===== config.mk =====
export PLATFORM = sky130hd
export DESIGN_NAME = i2cms_ctrl
export DESIGN_NICKNAME = d
export VERILOG_FILES = /design/src/hdl/i2cms_pkg.sv /design/src/hdl/i2cms_ctrl.sv
export SDC_FILE = /design/constraint.sdc
export NUM_CORES = 1
export LEC_CHECK = 0
export BUFFER_PORTS_ARGS = -buffer_cell sky130_fd_sc_hd__buf_2
export CAP_MARGIN = 20
export CORE_MARGIN = 2
export CORE_UTILIZATION = 45
export CTS_CLUSTER_DIAMETER = 50
export DETAILED_ROUTE_END_ITERATION = 10
export HOLD_SLACK_MARGIN = 0.15
export PLACE_DENSITY_LB_ADDON = 0.2
export RECOVER_POWER = 25
export SETUP_SLACK_MARGIN = 0.1
export SLEW_MARGIN = 20
export SYNTH_ARGS = -nofsm -noshare
export SYNTH_HDL_FRONTEND = slang
export SYNTH_SLANG_ARGS = --single-unit

===== constraint.sdc =====
create_clock -name clk -period 10.55 [get_ports clk]
set_clock_uncertainty 0.05 [all_clocks]
set_input_delay 1.055 -clock clk [delete_from_list [all_inputs] [get_ports clk]]
set_output_delay 1.055 -clock clk [all_outputs]
set_load 0.01 [all_outputs]

===== src/hdl/i2cms_pkg.sv =====
// Shared types and constants for the I2C master transfer sequencer.
`default_nettype none

package i2cms_pkg;

  // Operation carried on the input stream's tuser
  typedef enum logic [1:0] {
    OP_LOAD_DESC = 2'd0,
    OP_LOAD_TX   = 2'd1,
    OP_START     = 2'd2,
    OP_EVENT     = 2'd3
  } op_t;

  // Controller status codes
  localparam logic [7:0] ST_START       = 8'h08;
  localparam logic [7:0] ST_RESTART     = 8'h10;
  localparam logic [7:0] ST_SLAW_ACK    = 8'h18;
  localparam logic [7:0] ST_TXDATA_ACK  = 8'h28;
  localparam logic [7:0] ST_SLAR_ACK    = 8'h40;
  localparam logic [7:0] ST_RXDATA_ACK  = 8'h50;
  localparam logic [7:0] ST_RXDATA_NACK = 8'h58;

  // Transfer outcome codes
  localparam logic [1:0] OUTC_BUSY = 2'd0;
  localparam logic [1:0] OUTC_DONE = 2'd1;
  localparam logic [1:0] OUTC_FAIL = 2'd2;

  localparam int LEN_W = 9;

  typedef struct packed {
    op_t         op;
    logic [2:0]  msg_slot;
    logic [7:0]  byte_slot;
    logic        is_read;
    logic [8:0]  msg_length;
    logic [7:0]  data_byte;
    logic [6:0]  chip_address;
    logic [3:0]  message_count;
    logic [7:0]  status_code;
    logic        timed_out;
  } item_t;

  typedef struct packed {
    logic             rd;
    logic [LEN_W-1:0] len;
  } desc_t;

  typedef struct packed {
    logic       ctl_start;
    logic       ctl_stop;
    logic       ctl_ack;
    logic       ctl_clear_flag;
    logic       tx_valid;
    logic [7:0] tx_byte;
    logic       rx_valid;
    logic [2:0] rx_msg;
    logic [7:0] rx_pos;
    logic [7:0] rx_byte;
    logic [1:0] outcome;
  } result_t;

endpackage

`default_nettype wire


===== src/hdl/i2cms_ctrl.sv =====
// Sequencer state, per-event decision stage and result register.
`default_nettype none

module i2cms_ctrl #(
  parameter int MAX_MSGS  = 8,
  parameter int MAX_BYTES = 256
) (
  input  wire logic                          clk,
  input  wire logic                          rst_n,
  input  wire logic                          take_i,
  input  wire i2cms_pkg::item_t              item_i,
  input  wire i2cms_pkg::desc_t              desc_i,
  input  wire logic [7:0]                    tx_i,
  output logic                               busy_o,
  output logic [$clog2(MAX_MSGS+1)-1:0]      cur_o,
  output logic [i2cms_pkg::LEN_W-1:0]        pos_o,
  input  wire logic                          out_ready_i,
  output logic                               out_valid_o,
  output i2cms_pkg::result_t                 out_res_o
);

  localparam int CNT_W = $clog2(MAX_MSGS + 1);
  localparam int LW    = i2cms_pkg::LEN_W;

  logic                b_valid_r, b_valid_nxt;
  i2cms_pkg::item_t    b_item_r;
  logic [6:0]          addr_r, addr_nxt;
  logic [CNT_W-1:0]    total_r, total_nxt;
  logic [CNT_W-1:0]    cur_r, cur_nxt;
  logic [LW-1:0]       pos_r, pos_nxt;
  logic                active_r, active_nxt;
  logic                out_valid_r, out_valid_nxt;
  i2cms_pkg::result_t  out_res_r;

  i2cms_pkg::result_t  res;
  logic                res_valid;
  logic                do_fail;
  logic                do_adv;
  logic                b_done;
  logic                cnt_ok;

  assign cnt_ok = (b_item_r.message_count != 4'd0) &&
                  ({28'd0, b_item_r.message_count} <= 32'(MAX_MSGS));

  always_comb begin
    res        = '0;
    res_valid  = 1'b0;
    do_fail    = 1'b0;
    do_adv     = 1'b0;
    addr_nxt   = addr_r;
    total_nxt  = total_r;
    cur_nxt    = cur_r;
    pos_nxt    = pos_r;
    active_nxt = active_r;
    unique case (b_item_r.op)
      i2cms_pkg::OP_LOAD_DESC, i2cms_pkg::OP_LOAD_TX: begin
      end
      i2cms_pkg::OP_START: begin
        if (cnt_ok) begin
          addr_nxt      = b_item_r.chip_address;
          total_nxt     = CNT_W'(b_item_r.message_count);
          cur_nxt       = '0;
          pos_nxt       = '0;
          active_nxt    = 1'b1;
          res_valid     = 1'b1;
          res.ctl_start = 1'b1;
        end
      end
      i2cms_pkg::OP_EVENT: begin
        if (active_r) begin
          res_valid = 1'b1;
          if (b_item_r.timed_out) begin
            do_fail = 1'b1;
          end else if (desc_i.rd) begin
            unique case (b_item_r.status_code)
              i2cms_pkg::ST_START, i2cms_pkg::ST_RESTART: begin
                res.tx_valid       = 1'b1;
                res.tx_byte        = {addr_r, 1'b1};
                res.ctl_clear_flag = 1'b1;
              end
              i2cms_pkg::ST_SLAR_ACK: begin
                if (desc_i.len == '0) begin
                  do_fail = 1'b1;
                end else begin
                  res.ctl_clear_flag = 1'b1;
                  res.ctl_ack        = (desc_i.len > LW'(1));
                end
              end
              i2cms_pkg::ST_RXDATA_ACK, i2cms_pkg::ST_RXDATA_NACK: begin
                // Store the byte unless the message is already full
                if (pos_r < desc_i.len) begin
                  res.rx_valid = 1'b1;
                  res.rx_msg   = 3'(cur_r);
                  res.rx_pos   = pos_r[7:0];
                  res.rx_byte  = b_item_r.data_byte;
                  pos_nxt      = pos_r + LW'(1);
                end
                if (b_item_r.status_code == i2cms_pkg::ST_RXDATA_ACK) begin
                  res.ctl_clear_flag = 1'b1;
                  res.ctl_ack = ({1'b0, pos_nxt} + (LW+1)'(1)) < {1'b0, desc_i.len};
                end else begin
                  do_adv = 1'b1;
                end
              end
              default: do_fail = 1'b1;
            endcase
          end else begin
            unique case (b_item_r.status_code)
              i2cms_pkg::ST_START, i2cms_pkg::ST_RESTART: begin
                res.tx_valid       = 1'b1;
                res.tx_byte        = {addr_r, 1'b0};
                res.ctl_clear_flag = 1'b1;
              end
              i2cms_pkg::ST_SLAW_ACK, i2cms_pkg::ST_TXDATA_ACK: begin
                if ((pos_r < desc_i.len) && ({23'd0, pos_r} < 32'(MAX_BYTES))) begin
                  res.tx_valid       = 1'b1;
                  res.tx_byte        = tx_i;
                  res.ctl_clear_flag = 1'b1;
                  pos_nxt            = pos_r + LW'(1);
                end else begin
                  do_adv = 1'b1;
                end
              end
              default: do_fail = 1'b1;
            endcase
          end
        end
      end
    endcase

    // Move on to the next message, or finish the transfer
    if (do_adv) begin
      cur_nxt            = cur_r + CNT_W'(1);
      res.ctl_clear_flag = 1'b1;
      if (cur_nxt < total_r) begin
        pos_nxt       = '0;
        res.ctl_start = 1'b1;
      end else begin
        res.ctl_stop = 1'b1;
        res.outcome  = i2cms_pkg::OUTC_DONE;
        active_nxt   = 1'b0;
      end
    end

    if (do_fail) begin
      res.ctl_stop       = 1'b1;
      res.ctl_clear_flag = 1'b1;
      res.outcome        = i2cms_pkg::OUTC_FAIL;
      active_nxt         = 1'b0;
    end
  end

  // Retire the decision stage once its result has somewhere to go
  assign b_done = b_valid_r && (!res_valid || !out_valid_r || out_ready_i);

  always_comb begin
    b_valid_nxt = b_valid_r;
    if (b_done) begin
      b_valid_nxt = 1'b0;
    end
    if (take_i && ((item_i.op == i2cms_pkg::OP_START) || (item_i.op == i2cms_pkg::OP_EVENT))) begin
      b_valid_nxt = 1'b1;
    end
    out_valid_nxt = out_valid_r;
    if (out_ready_i) begin
      out_valid_nxt = 1'b0;
    end
    if (b_done && res_valid) begin
      out_valid_nxt = 1'b1;
    end
  end

  always_ff @(posedge clk) begin
    if (!rst_n) begin
      b_valid_r   <= 1'b0;
      out_valid_r <= 1'b0;
      addr_r      <= '0;
      total_r     <= '0;
      cur_r       <= '0;
      pos_r       <= '0;
      active_r    <= 1'b0;
    end else begin
      b_valid_r   <= b_valid_nxt;
      out_valid_r <= out_valid_nxt;
      if (b_done) begin
        addr_r   <= addr_nxt;
        total_r  <= total_nxt;
        cur_r    <= cur_nxt;
        pos_r    <= pos_nxt;
        active_r <= active_nxt;
      end
    end
  end

  always_ff @(posedge clk) begin
    if (take_i) begin
      b_item_r <= item_i;
    end
    if (b_done && res_valid) begin
      out_res_r <= res;
    end
  end

  assign busy_o      = b_valid_r;
  assign cur_o       = cur_r;
  assign pos_o       = pos_r;
  assign out_valid_o = out_valid_r;
  assign out_res_o   = out_res_r;

`ifndef ASSERT_OFF
  a_active_in_range: assert property (@(posedge clk) disable iff (!rst_n)
    active_r |-> (cur_r < total_r))
    else $error("current message beyond message count while active");

  a_end_clears_active: assert property (@(posedge clk) disable iff (!rst_n)
    (b_done && res_valid && (res.outcome != i2cms_pkg::OUTC_BUSY)) |=> !active_r)
    else $error("transfer ended but still active");

  a_stage_holds: assert property (@(posedge clk) disable iff (!rst_n)
    (b_valid_r && !b_done) |=> (b_valid_r && $stable(b_item_r)))
    else $error("stalled decision stage lost its item");

  a_no_start_stop: assert property (@(posedge clk) disable iff (!rst_n)
    out_valid_r |-> !(out_res_r.ctl_start && out_res_r.ctl_stop))
    else $error("start and stop requested together");
`endif

endmodule

`default_nettype wire


==> summary.txt <==
Outcome
  – Outcome: finished, violations left
  – Failing checks: capacitance limit, slew limit

Clocking
  – CTS tree: done
  – Root Buffer: clkbuf_8
  – Gates resized, CTS repair: 0
  – Clock buffer depth: 2
  – Number of hold buffers added after cts: 0
  – # H-tree levels: 3
  – Sink Count: 92
  – Cts bufs inserted: 9
  – Clk_lat worst skew: ~0.37 ns
  – Post-CTS setup buffer count: 0
  – Clk slew on worst S/H paths: roughly 0.09 ns

Synth
  – Largest family of logic cells by synthesized area: simple AND/OR/NAND/NOR gates
  – Post-synthesis simple-gate area fraction: 0.202
  – Syn Nets: approximately 570
  – Ys async rst share: 0
  – Top FF cell, synth: edfxtp_1
  – Yosys reg bits: 92
  – Post-Synth XOR/XNOR Area: 0.0341
  – Area of the mapped netlist: 4880 µm²
  – Compound-gate portion of the synthesized area: 0.150
  – Adder-cell share of the synthesized area: 0.0564
  – Leading area contributor after synthesis: edfxtp_1
  – Yosys cell types: 66
  – Synth top area cells: edfxtp_1 40%, dfxtp_1 11%, ha_1 5.6%
  – Post-synth EDFFs: 65
  – Most common library cells after synthesis: 65 x edfxtp_1, 56 x nand2_1, 30 x nor2_1, 29 x a21oi_1, 27 x dfxtp_1
  – Post-synthesis sequential area ratio: 0.511
  – Post-synth top area share: 0.400
  – Gate Count Post-Synth: ~480
  – Yosys warning total: 0
  – Most common cell in the netlist: edfxtp_1
  – Syn avg cell area: ~10 µm²
  – Mux contribution to synthesized area: 0.00667

Setup path
  – Worst setup SP type: input port
  – WS Path Type: in -> reg
  – Bufs and invs on worst path: 2
  – Crit path max-delay cell type: a211oi_4
  – Worst setup EP type: register
  – Crit path cell chain: buf_2 > inv_1 > ha_1 > a21oi_1 > o21ai_1 > a211oi_4 > nand2_1 > nand2_1 > ha_1 > o211a_1 > xor2_1 > ha_1 > o21a_1 > o21ai_0 > a21oi_1 > o21a_1 > a311oi_1
  – Crit path required time: about 11 ns
  – WP data arrival: between 4 and 5 ns
  – CP peak stage delay: around 0.7 ns
  – R2R setup slack: around 6 ns
  – Most frequent cell on the critical path: ha_1
  – CP top delay family: compound AO/OA/AOI/OAI gates
  – Crit path max fanout: 15

GRT
  – Vias in the first global route: around 3.8k
  – Congestion Overflow GR: 0
  – Largest net degree at the start of global routing: 36
  – Met3 Resource Use GR: 0.0416
  – M1 GR Usage: 0.247
  – Global Route Usage Sum: 0.206
  – GR Util met2: 0.358
  – First-pass GRT wire length: about 18000 µm
  – Top Usage Layer GRT: met2
  – Initial antenna violation count: 0

Final layout
  – Nets: around 660
  – Area growth syn-to-layout: 16.1%
  – Fin util: 0.529
  – Antenna Cells: 0
  – Register area: 2490 µm²
  – Share of cells above drive strength 1: 0.231
  – Multi-input gate area: between 2000 and 2500 µm²
  – Filler Cell Count: 999

Run
  – Max Cap Viol: 1

Detailed routing
  – WL final: between 10000 and 15000 µm
  – Drt pass-1 iters: 5
  – DRT iter0 DRCs: roughly 180
  – Antenna-violating nets left: 0
  – Vias/cell: about 5.5
  – DRC errors left: 0
  – Routed len/inst: 16.4 µm
  – Via Count: a little under 4k

STA
  – Minimum clock period: 4.69 ns
  – Slew Viols, Final: 32
  – RSZ-0062 raised after global routing: no
  – Max Freq: between 200 and 250 MHz
  – Final Hold Fails: 0
  – Worst-Margin Slew: roughly 1.6 ns
  – Crit share post-route: 0.445
  – Final setup viols: 0
  – Setup TNS Final: 0 ns
  – Slew HR: -0.0892

Hold path
  – Hold Crit Class: reg -> reg

Floorplanning
  – Core area: between 10000 and 15000 µm²
  – Die W: ~110 µm
  – Num rows: 38
  – Area of the die: 11700 µm²
  – Die Span Y: ~110 µm
  – Top Ports: around 120
  – Initial Utilization: 0.456

Placed design
  – GPL Wtd Cong: roughly 0.94
  – Dpl hpwl: 8690 µm
  – Buffers on Ports: ~100

Pwr
  – Cell Pwr Density: ~120 nW/µm²
  – Pleak: ~2.2 nW
  – Worst VDD drop: 0.0771 mV
-- stage by stage --
step | std cells | cell area (µm²) | hold slack (ns) | worst slack [ns] | power (mW)
2_1_floorplan | 477 | 4880 | 0.386 | 6.32 | 0.429
3_3_place_gp | 694 | 5470 | 0.395 | 5.31 | 0.449
3_5_place_dp | 694 | 5470 | 0.398 | 5.23 | 0.451
4_1_cts | 710 | 5650 | 0.411 | 5.62 | 0.668
5_1_grt | 711 | 5660 | 0.436 | 5.58 | 0.688
6_report | 711 | 5660 | 0.408 | 5.86 | 0.662
-- cell usage in the layout, fill, tap and decap left out, types with 5 or more instances in the layout --
| cell | instances |
|---|---|
| nor4_1 | 5 |
| nor2_1 | 29 |
| inv_1 | 22 |
| and3_1 | 6 |
| o211ai_1 | 9 |
| a22oi_1 | 8 |
| clkbuf_8 | 10 |
| xor2_1 | 6 |
| ha_1 | 22 |
| a21oi_1 | 29 |
| dfxtp_1 | 27 |
| edfxtp_1 | 65 |
| o21a_1 | 5 |
| a31oi_1 | 7 |
| xnor2_1 | 13 |
| nand3_1 | 25 |
| nand4_1 | 7 |
| and2_1 | 24 |
| nand4b_1 | 5 |
| nand2_1 | 56 |
| buf_2 | 99 |
| o21ai_0 | 11 |
-- flip-flops by register name (all words and copies together), names as in the netlist --
name and count:
active_r 1, addr_r 7, b_item_r 30, busy_o 1, cur_o 4, out_res_o 35
out_valid_o 1, pos_o 9, total_r 4
-- worst min-delay path: cells and delay by family, from the launching register on --
family / cells / cell delay (ns)
and+or+nand+nor: 1 / 0.05
AOI/OAI and AO/OA: 1 / 0.05
DFF: 1 / 0.32
-- metal layers --
metal,vias to the layer above,routed length (µm)
li1,1936,-
met1,1872,5040
met2,114,5740
met3,22,582
met4,0,331
met5,-,0
-- layout make-up --
cell class	count	area share
Sequential cell	92	0.440
Multi-Input combinational cell	337	0.391
Timing Repair Buffer	103	0.0915
Tap cell	140	0.0309
Clock buffer	12	0.0256
Inverter	23	0.0152
Clock inverter	4	0.00596
-- power breakdown --
part	total, mW	leakage, nW	switching, mW	internal [mW]
clock	0.219	0.0872	0.125	0.0940
combinational	0.0398	1.26	0.0237	0.0161
sequential	0.403	0.804	0.00602	0.397
-- kinds of logic after synthesis --
kind of cell               count (synthesis)
buffers and inverters                     48
muxes                                      3
adders and majority gates                 22
and+or+nand+nor                          190
AOI/OAI and AO/OA                        103
xor gates and xnor gates                  19
DFF                                       92
-- path summary, 6_finish.rpt --
check             cells after the start                           to               startpoint
setup / recovery                     17  out_res_o[32]$_SDFFCE_PP0P_                desc_i[6]
hold / removal                        2      total_r[0]$_SDFFE_PN0P_  total_r[0]$_SDFFE_PN0P_
setup reg to reg                     15  out_res_o[32]$_SDFFCE_PP0P_    pos_o[6]$_SDFFE_PN0P_
hold reg to reg                       2      total_r[0]$_SDFFE_PN0P_  total_r[0]$_SDFFE_PN0P_
No activity file was read; power rests on OpenSTA's default activity.
